`config.mk`:
```
export PLATFORM = sky130hd
export DESIGN_NAME = moving_average_filter
export DESIGN_NICKNAME = d
export VERILOG_FILES = /design/src/hw/rtl/mavg_pkg.sv /design/src/hw/rtl/mavg_ring.sv /design/src/hw/rtl/mavg_div.sv /design/src/hw/rtl/moving_average_filter.sv
export SDC_FILE = /design/constraint.sdc
export NUM_CORES = 1
export LEC_CHECK = 0
export ABC_AREA = 1
export BUFFER_PORTS_ARGS = -buffer_cell sky130_fd_sc_hd__buf_4
export CAP_MARGIN = 0
export CORE_ASPECT_RATIO = 1.5
export CORE_UTILIZATION = 65
export CTS_CLUSTER_DIAMETER = 50
export DETAILED_ROUTE_END_ITERATION = 8
export GPL_ROUTABILITY_DRIVEN = 0
export MAX_ROUTING_LAYER = met4
export PLACE_DENSITY = 0.84
export SYNTH_ARGS = -nofsm -noshare
export SYNTH_HDL_FRONTEND = slang
export SYNTH_SLANG_ARGS = --single-unit
```
`constraint.sdc`:
```
create_clock -name i_clk -period 6.9 [get_ports i_clk]
set_input_delay 1.38 -clock i_clk [delete_from_list [all_inputs] [get_ports i_clk]]
set_output_delay 1.38 -clock i_clk [all_outputs]
set_load 0.02 [all_outputs]
```
`src/hw/rtl/mavg_pkg.sv`:
```
// Shared constants and types for the moving average filter.
package mavg_pkg;

    localparam int WINDOW_MAX_DEF = 16;
    localparam int SAMPLE_W       = 16;
    localparam int AVG_W          = 24;
    localparam int FRAC_W         = 8;
    localparam int WLEN_W         = 5;
    localparam int APB_DW         = 32;
    localparam int APB_AW         = 3;

    localparam logic [WLEN_W-1:0]   WLEN_RESET        = 5'd3;
    localparam logic [APB_AW-3:0]   REG_WINDOW_LENGTH = 1'b0;

    typedef struct packed {
        logic start;
        logic neg;
    } t_div_req;

endpackage

```
`src/hw/rtl/mavg_ring.sv`:
```
// Sample history ring storage, one write port and one registered read port.
module mavg_ring
    import mavg_pkg::*;
#(
    parameter int DEPTH = WINDOW_MAX_DEF,
    parameter int IDX_W = 4
) (
    input  logic                       i_clk,
    input  logic                       i_we,
    input  logic [IDX_W-1:0]           i_waddr,
    input  logic signed [SAMPLE_W-1:0] i_wdata,
    input  logic [IDX_W-1:0]           i_raddr,
    output logic signed [SAMPLE_W-1:0] o_rdata
);

    logic signed [SAMPLE_W-1:0] r_mem [DEPTH];
    logic signed [SAMPLE_W-1:0] r_rdata;

    always_ff @(posedge i_clk) begin
        if (i_we) begin
            r_mem[i_waddr] <= i_wdata;
        end
        r_rdata <= r_mem[i_raddr];
    end

    assign o_rdata = r_rdata;

endmodule

```
`src/hw/rtl/mavg_div.sv`:
```
// Iterative restoring divider with floored signed quotient.
module mavg_div
    import mavg_pkg::*;
#(
    parameter int NUM_W = 29,
    parameter int DEN_W = 5
) (
    input  logic             i_clk,
    input  logic             i_rst_n,
    input  t_div_req         i_req,
    input  logic [NUM_W-1:0] i_num,
    input  logic [DEN_W-1:0] i_den,
    output logic             o_done,
    output logic [NUM_W:0]   o_quot
);

    localparam int CNT_W = $clog2(NUM_W + 1);

    typedef enum logic [1:0] {
        DV_IDLE,
        DV_RUN,
        DV_FIX
    } t_dv_state;

    t_dv_state        r_state;
    logic [NUM_W-1:0] r_q;
    logic [DEN_W-1:0] r_rem;
    logic [DEN_W-1:0] r_den;
    logic [CNT_W-1:0] r_cnt;
    logic             r_neg;
    logic             r_done;
    logic [NUM_W:0]   r_quot;

    logic [DEN_W:0]   n_shift;
    logic [DEN_W:0]   n_diff;

    always_comb begin
        n_shift = {r_rem, r_q[NUM_W-1]};
        n_diff  = n_shift - {1'b0, r_den};
    end

    always_ff @(posedge i_clk) begin
        if (!i_rst_n) begin
            r_state <= DV_IDLE;
            r_done  <= 1'b0;
        end else begin
            r_done <= 1'b0;
            case (r_state)
                DV_IDLE: begin
                    if (i_req.start) begin
                        r_q     <= i_num;
                        r_rem   <= '0;
                        r_den   <= i_den;
                        r_neg   <= i_req.neg;
                        r_cnt   <= CNT_W'(NUM_W);
                        r_state <= DV_RUN;
                    end
                end
                DV_RUN: begin
                    r_q   <= {r_q[NUM_W-2:0], ~n_diff[DEN_W]};
                    r_rem <= n_diff[DEN_W] ? n_shift[DEN_W-1:0] : n_diff[DEN_W-1:0];
                    r_cnt <= r_cnt - CNT_W'(1);
                    if (r_cnt == CNT_W'(1)) begin
                        r_state <= DV_FIX;
                    end
                end
                DV_FIX: begin
                    // floor toward minus infinity for negative dividends
                    if (!r_neg) begin
                        r_quot <= {1'b0, r_q};
                    end else if (r_rem != '0) begin
                        r_quot <= ~{1'b0, r_q};
                    end else begin
                        r_quot <= (NUM_W+1)'(0) - {1'b0, r_q};
                    end
                    r_done  <= 1'b1;
                    r_state <= DV_IDLE;
                end
                default: begin
                    r_state <= DV_IDLE;
                end
            endcase
        end
    end

    assign o_done = r_done;
    assign o_quot = r_quot;

endmodule

```
`src/hw/rtl/moving_average_filter.sv`:
```
// Top level of the moving average filter: ring control, running sum, APB register.
// The divider numerator is NUM_W = 16 + clog2(WINDOW_MAX+1) + 8 bits wide (29 at WINDOW_MAX = 16);
// the divider does one quotient bit per cycle.
// o_stall is high while a sample is in work; no new sample is taken until its result is in the output register.
// A finished result waits in the output register while the next sample is taken.
// Reset (synchronous, active low): window length 3, empty history, zero sum, no result pending.
module moving_average_filter
    import mavg_pkg::*;
#(
    parameter int WINDOW_MAX = WINDOW_MAX_DEF
) (
    input  logic                       i_clk,
    input  logic                       i_rst_n,
    input  logic                       i_valid,
    output logic                       o_stall,
    input  logic signed [SAMPLE_W-1:0] i_sample,
    output logic                       o_valid,
    input  logic                       i_stall,
    output logic signed [AVG_W-1:0]    o_average,
    input  logic                       psel,
    input  logic                       penable,
    input  logic                       pwrite,
    input  logic [APB_AW-1:0]          paddr,
    input  logic [APB_DW-1:0]          pwdata,
    output logic [APB_DW-1:0]          prdata,
    output logic                       pready
);

    localparam int FILL_W = $clog2(WINDOW_MAX + 1);
    localparam int IDX_W  = (WINDOW_MAX > 1) ? $clog2(WINDOW_MAX) : 1;
    localparam int SUM_W  = SAMPLE_W + FILL_W;
    localparam int NUM_W  = SUM_W + FRAC_W;

    typedef enum logic [2:0] {
        ST_IDLE,
        ST_READ,
        ST_START,
        ST_DIV,
        ST_OUT
    } t_state;

    t_state                     r_state;
    logic [WLEN_W-1:0]          r_wlen;
    logic [FILL_W-1:0]          r_fill;
    logic [IDX_W-1:0]           r_oldest;
    logic signed [SUM_W-1:0]    r_sum;
    logic signed [SAMPLE_W-1:0] r_sample;
    logic signed [AVG_W-1:0]    r_average;
    logic                       r_out_valid;

    logic [FILL_W-1:0]          n_weff;
    logic                       n_full;
    logic                       n_cfg_wr;
    logic signed [SUM_W-1:0]    n_sum;
    logic [IDX_W-1:0]           n_oldest;
    logic [SUM_W-1:0]           n_mag;
    logic signed [SUM_W-1:0]    n_samp_ext;
    logic signed [SUM_W-1:0]    n_old_ext;

    logic                       w_we;
    logic [IDX_W-1:0]           w_waddr;
    logic signed [SAMPLE_W-1:0] w_rdata;
    t_div_req                   w_div_req;
    logic                       w_div_done;
    logic [NUM_W:0]             w_div_quot;

    always_comb begin
        if (r_wlen == '0) begin
            n_weff = FILL_W'(1);
        end else if (int'(r_wlen) > WINDOW_MAX) begin
            n_weff = FILL_W'(WINDOW_MAX);
        end else begin
            n_weff = FILL_W'(r_wlen);
        end
        n_full     = (r_fill == n_weff);
        n_samp_ext = {{(SUM_W-SAMPLE_W){r_sample[SAMPLE_W-1]}}, r_sample};
        n_old_ext  = {{(SUM_W-SAMPLE_W){w_rdata[SAMPLE_W-1]}}, w_rdata};
        n_sum      = n_full ? (r_sum - n_old_ext + n_samp_ext) : (r_sum + n_samp_ext);
        n_oldest   = (FILL_W'(r_oldest) + FILL_W'(1) == n_weff) ? '0 : r_oldest + IDX_W'(1);
        n_mag      = r_sum[SUM_W-1] ? SUM_W'(-r_sum) : SUM_W'(r_sum);
        n_cfg_wr   = psel && penable && pwrite && pready
                     && (paddr[APB_AW-1:2] == REG_WINDOW_LENGTH);
    end

    assign w_we          = (r_state == ST_READ);
    assign w_waddr       = n_full ? r_oldest : r_fill[IDX_W-1:0];
    assign w_div_req.start = (r_state == ST_START);
    assign w_div_req.neg   = r_sum[SUM_W-1];

    mavg_ring #(
        .DEPTH (WINDOW_MAX),
        .IDX_W (IDX_W)
    ) u_ring (
        .i_clk   (i_clk),
        .i_we    (w_we),
        .i_waddr (w_waddr),
        .i_wdata (r_sample),
        .i_raddr (r_oldest),
        .o_rdata (w_rdata)
    );

    mavg_div #(
        .NUM_W (NUM_W),
        .DEN_W (FILL_W)
    ) u_div (
        .i_clk   (i_clk),
        .i_rst_n (i_rst_n),
        .i_req   (w_div_req),
        .i_num   ({n_mag, FRAC_W'(0)}),
        .i_den   (r_fill),
        .o_done  (w_div_done),
        .o_quot  (w_div_quot)
    );

    always_ff @(posedge i_clk) begin
        if (!i_rst_n) begin
            r_state     <= ST_IDLE;
            r_wlen      <= WLEN_RESET;
            r_fill      <= '0;
            r_oldest    <= '0;
            r_sum       <= '0;
            r_out_valid <= 1'b0;
        end else begin
            if (r_out_valid && !i_stall) begin
                r_out_valid <= 1'b0;
            end
            case (r_state)
                ST_IDLE: begin
                    if (i_valid) begin
                        r_sample <= i_sample;
                        r_state  <= ST_READ;
                    end
                end
                ST_READ: begin
                    r_sum <= n_sum;
                    if (n_full) begin
                        r_oldest <= n_oldest;
                    end else begin
                        r_fill <= r_fill + FILL_W'(1);
                    end
                    r_state <= ST_START;
                end
                ST_START: begin
                    r_state <= ST_DIV;
                end
                ST_DIV: begin
                    if (w_div_done) begin
                        r_state <= ST_OUT;
                    end
                end
                ST_OUT: begin
                    if (!r_out_valid || !i_stall) begin
                        r_average   <= w_div_quot[AVG_W-1:0];
                        r_out_valid <= 1'b1;
                        r_state     <= ST_IDLE;
                    end
                end
                default: begin
                    r_state <= ST_IDLE;
                end
            endcase
            if (n_cfg_wr) begin
                // window change drops the history
                r_wlen   <= pwdata[WLEN_W-1:0];
                r_fill   <= '0;
                r_oldest <= '0;
                r_sum    <= '0;
            end
        end
    end

    assign o_stall   = (r_state != ST_IDLE);
    assign o_valid   = r_out_valid;
    assign o_average = r_average;
    assign prdata    = (paddr[APB_AW-1:2] == REG_WINDOW_LENGTH) ? APB_DW'(r_wlen) : '0;
    assign pready    = 1'b1;

endmodule

```
==> impl_metrics.ini <==
[outcome]
outcome = complete, no violations

[timing]
transition_time_at_the_pin_with_the_least_slew_margin_ps = 1140
maxSlewViolCount = 0
finalSetupTns_ps = 0
setup_viol = 0
number_of_endpoints_with_negative_hold_slack_in_the_final_report = 0
fmax_mhz = 272
skew_ps = 19.9
max-slew-margin-rel_pct = 23.4
final.period_utilization_pct = 53.2
final_period_minus_worst_setup_slack_ps = 3670
unrepaired_setup_endpoints_after_global_routing = false

[synth]
yosysWarnings = 0
synthCells = 2180
synth-edff-count = 365
synth-seq-cells = 423
synthesis.area_um2 = 21000
synth-async-reset-ratio_pct = 0
yosys_most_used_dff = sky130_fd_sc_hd__edfxtp_1
synth.yosys.seq_area_share_pct = 57.7
syn-mean-instance-area_um2 = 9.63
synth_cell_types = 47

[place]
numPlacedInstances = 2604
place.port_buffers = 59
post-dp-hpwl_um = 34700

[clock_network]
clk_root_buffer_cell = sky130_fd_sc_hd__clkbuf_16
cts.hold.buffers_added = 0
cts.sink_count = 423
postCtsResizedCells = 0
tritoncts = built
clk_path_buf_depth = 3
cts-htree-levels = 2
cts.repair_timing.setup_buffer_count = 0
cts_buffers = 40
worstSkewPairLatency_ps = 560
clk_pin_slew_worst_paths_ps = 70

[job]
timing.max_cap.violations = 0

[critical_path]
setup.worst_path.end_class = flip-flop
path_max_fanout = 23
worstPathArrival_ps = 4130
timing.critical_path.from_type = flip-flop
cpLargestDelayFamily = simple AND/OR/NAND/NOR gates
critical-path-max-stage-delay_ps = 880
timing_worst_setup_path_type = flip-flop to flip-flop
required_ps = 7360
critical_path.cell_chain = inv_1 > fa_1 > inv_1 > ha_1 > nand2_1 > nor2_1 > inv_1 > nor2_1 > nand3_1 > nand3_1 > nand2_1 > nand3_1 > nand3_1 > nand2_1 > inv_1
critical_path_buf_inv_count = 4
crit_path_top_delay_cell = sky130_fd_sc_hd__edfxtp_1

[hold_path]
holdCritPathClass = flip-flop to flip-flop

[power_and_ir_drop]
p_int_uw = 4540
power.density_cell_area_nw_per_um2 = 280
total_leakage_power_uw = 0.00936
switching_power_uw = 1940
power_switching_share_pct = 30.0
irDropWorstVdd_uv = 323
sequential_power_share_pct = 46.1
p_clk_share_pct = 34.0
comb_power_share_pct = 19.9

[floorplanning]
core.rowCount = 80
ioPinCount = 117
die_h_um = 222
die_w_um = 149
core_um2 = 31800
die_area_um2 = 33100
start_util_pct = 66.0

[final_layout]
final_cells = 2678
layout-drive-gt1-share_pct = 8.02
fillerInstances = 2141
diodes = 0
areaGrowthSynthToFinish_pct = 10.1
fin_nets = 2368

[routing]
totalWireLength_um = 53300
wl_per_cell_um = 19.9
drt.antenna.violating_nets = 0
viasPerCell = 6.06
drcViolationCount = 0
detailedRoute.firstIterationViolations = 1775
drt-pass1-iter-count = 5
dr_total_vias = 16200

[global_route]
grt_pass1_wl_um = 83000
via_count_of_the_first_global_routing_pass = 16100
grt.total_usage_pct = 34.3
grt_remaining_overflow = 0
antenna_found_initial = 0
pin_count_of_the_biggest_net_entering_global_routing = 112
-- cell families (layout without fill, tap and decap cells) --
logic type,count (synthesis),after routing,share of synthesized area [%]
simple gates,932,932,18.6
flops,423,423,57.7
buf+inv,354,416,7.02
compound gates,337,337,9.07
fa+ha+maj,74,74,5.19
xor+xnor,58,58,2.42
other cells,2,28,0.0358
-- stage by stage --
step	area (um^2)	power (uW)	setup slack, ps	util (%)	hold WS (ps)
after global routing	23100	6750	2940	72.7	424
after global placement	21800	4230	3560	68.5	402
after CTS	23100	6450	3430	72.7	421
final	23100	6490	3230	72.7	420
after detailed placement	21800	4280	3410	68.5	406
after floorplan	21100	3960	2890	-	400
-- per-layer routing --
layer | up-vias | wire, um | GRT usage (%)
met4 | 0 | 3520 | 22.8
li1 | 7433 | - | -
met5 | - | 0 | -
met2 | 893 | 27800 | 58.9
met1 | 7662 | 17700 | 36.2
met3 | 254 | 4260 | 5.16
-- power groups by stage --
stage                     combinational, uW  sequential (uW)  clock (uW)
after floorplan                         956             3000           0
after global placement                 1190             3040           0
after detailed placement               1240             3040           0
after CTS                              1260             2990        2210
after global routing                   1450             3000        2300
final                                  1290             2990        2200
-- path summary, 6_finish.rpt --
| path | start | to | slack (ps) | depth (start not counted) |
|---|---|---|---|---|
| max | r_sample[15] | r_sum[20] | 3230 | 15 |
| min | u_div.o_quot[21] | o_average[21] | 420 | 0 |
| min reg2reg | u_div.o_quot[21] | o_average[21] | 420 | 0 |
| max reg2reg | r_sample[15] | r_sum[20] | 3230 | 15 |
-- sequential cells by signal (all words and copies together) (netlist names), 2 cells and up --
register and count:
u_ring.r_mem 256, u_div.r_den 5, u_div.r_state 2, u_div.r_rem 5
r_sum 21, u_div.r_q 29, r_wlen 5, r_oldest 4
u_div.r_cnt 5, o_average 24, u_ring.o_rdata 16, r_sample 16
r_state 3, r_fill 5, u_div.o_quot 24
-- cell usage after synthesis (all sizes together), types with 3 or more instances --
library cell / instances / area [um^2]
a21oi: 69 / 345
and2: 3 / 18.8
buf: 49 / 329
clkbuf: 56 / 211
clkinv: 4 / 15.0
dfxtp: 58 / 1160
edfxtp: 365 / 11000
fa: 22 / 440
ha: 52 / 651
inv: 245 / 920
nand2: 437 / 1650
nand3: 146 / 756
nand3b: 13 / 97.6
nand4: 19 / 125
nor2: 286 / 1090
nor3: 18 / 90.1
nor4: 3 / 25.0
o211ai: 9 / 67.6
o21ai: 182 / 922
o21bai: 7 / 52.6
o221ai: 27 / 236
o22ai: 37 / 231
or2: 3 / 18.8
xnor2: 12 / 105
xor2: 46 / 403
-- layout make-up --
cell class | instances | area (um^2) | area share (%)
multi-input combinational | 1429 | 7540 | 32.6
inverter | 249 | 936 | 4.05
clock inverter | 27 | 272 | 1.17
sequential | 423 | 12100 | 52.4
tap | 410 | 513 | 2.22
clock buffer | 47 | 1050 | 4.53
timing repair buffer | 93 | 698 | 3.02
-- placed cells by master (no fill, tap or decap), types with 9 or more instances in the layout --
cell	Yosys	routed
sky130_fd_sc_hd__a21oi_1	69	68
sky130_fd_sc_hd__ha_1	52	52
sky130_fd_sc_hd__dfxtp_1	58	56
sky130_fd_sc_hd__o221ai_1	27	27
sky130_fd_sc_hd__buf_4	28	93
sky130_fd_sc_hd__clkbuf_16	0	41
sky130_fd_sc_hd__inv_1	243	242
sky130_fd_sc_hd__o21ai_0	177	177
sky130_fd_sc_hd__edfxtp_1	365	365
sky130_fd_sc_hd__nor3_1	18	14
sky130_fd_sc_hd__nor2_1	282	281
sky130_fd_sc_hd__xor2_1	46	46
sky130_fd_sc_hd__fa_1	22	22
sky130_fd_sc_hd__o211ai_1	9	9
sky130_fd_sc_hd__clkinv_1	4	12
sky130_fd_sc_hd__nand3_1	141	141
sky130_fd_sc_hd__nand4_1	18	18
sky130_fd_sc_hd__conb_1	2	28
sky130_fd_sc_hd__o22ai_1	37	37
sky130_fd_sc_hd__nand2_1	435	435
sky130_fd_sc_hd__nand3b_1	13	13
sky130_fd_sc_hd__xnor2_1	12	12
(Power assumes the default switching activity.)
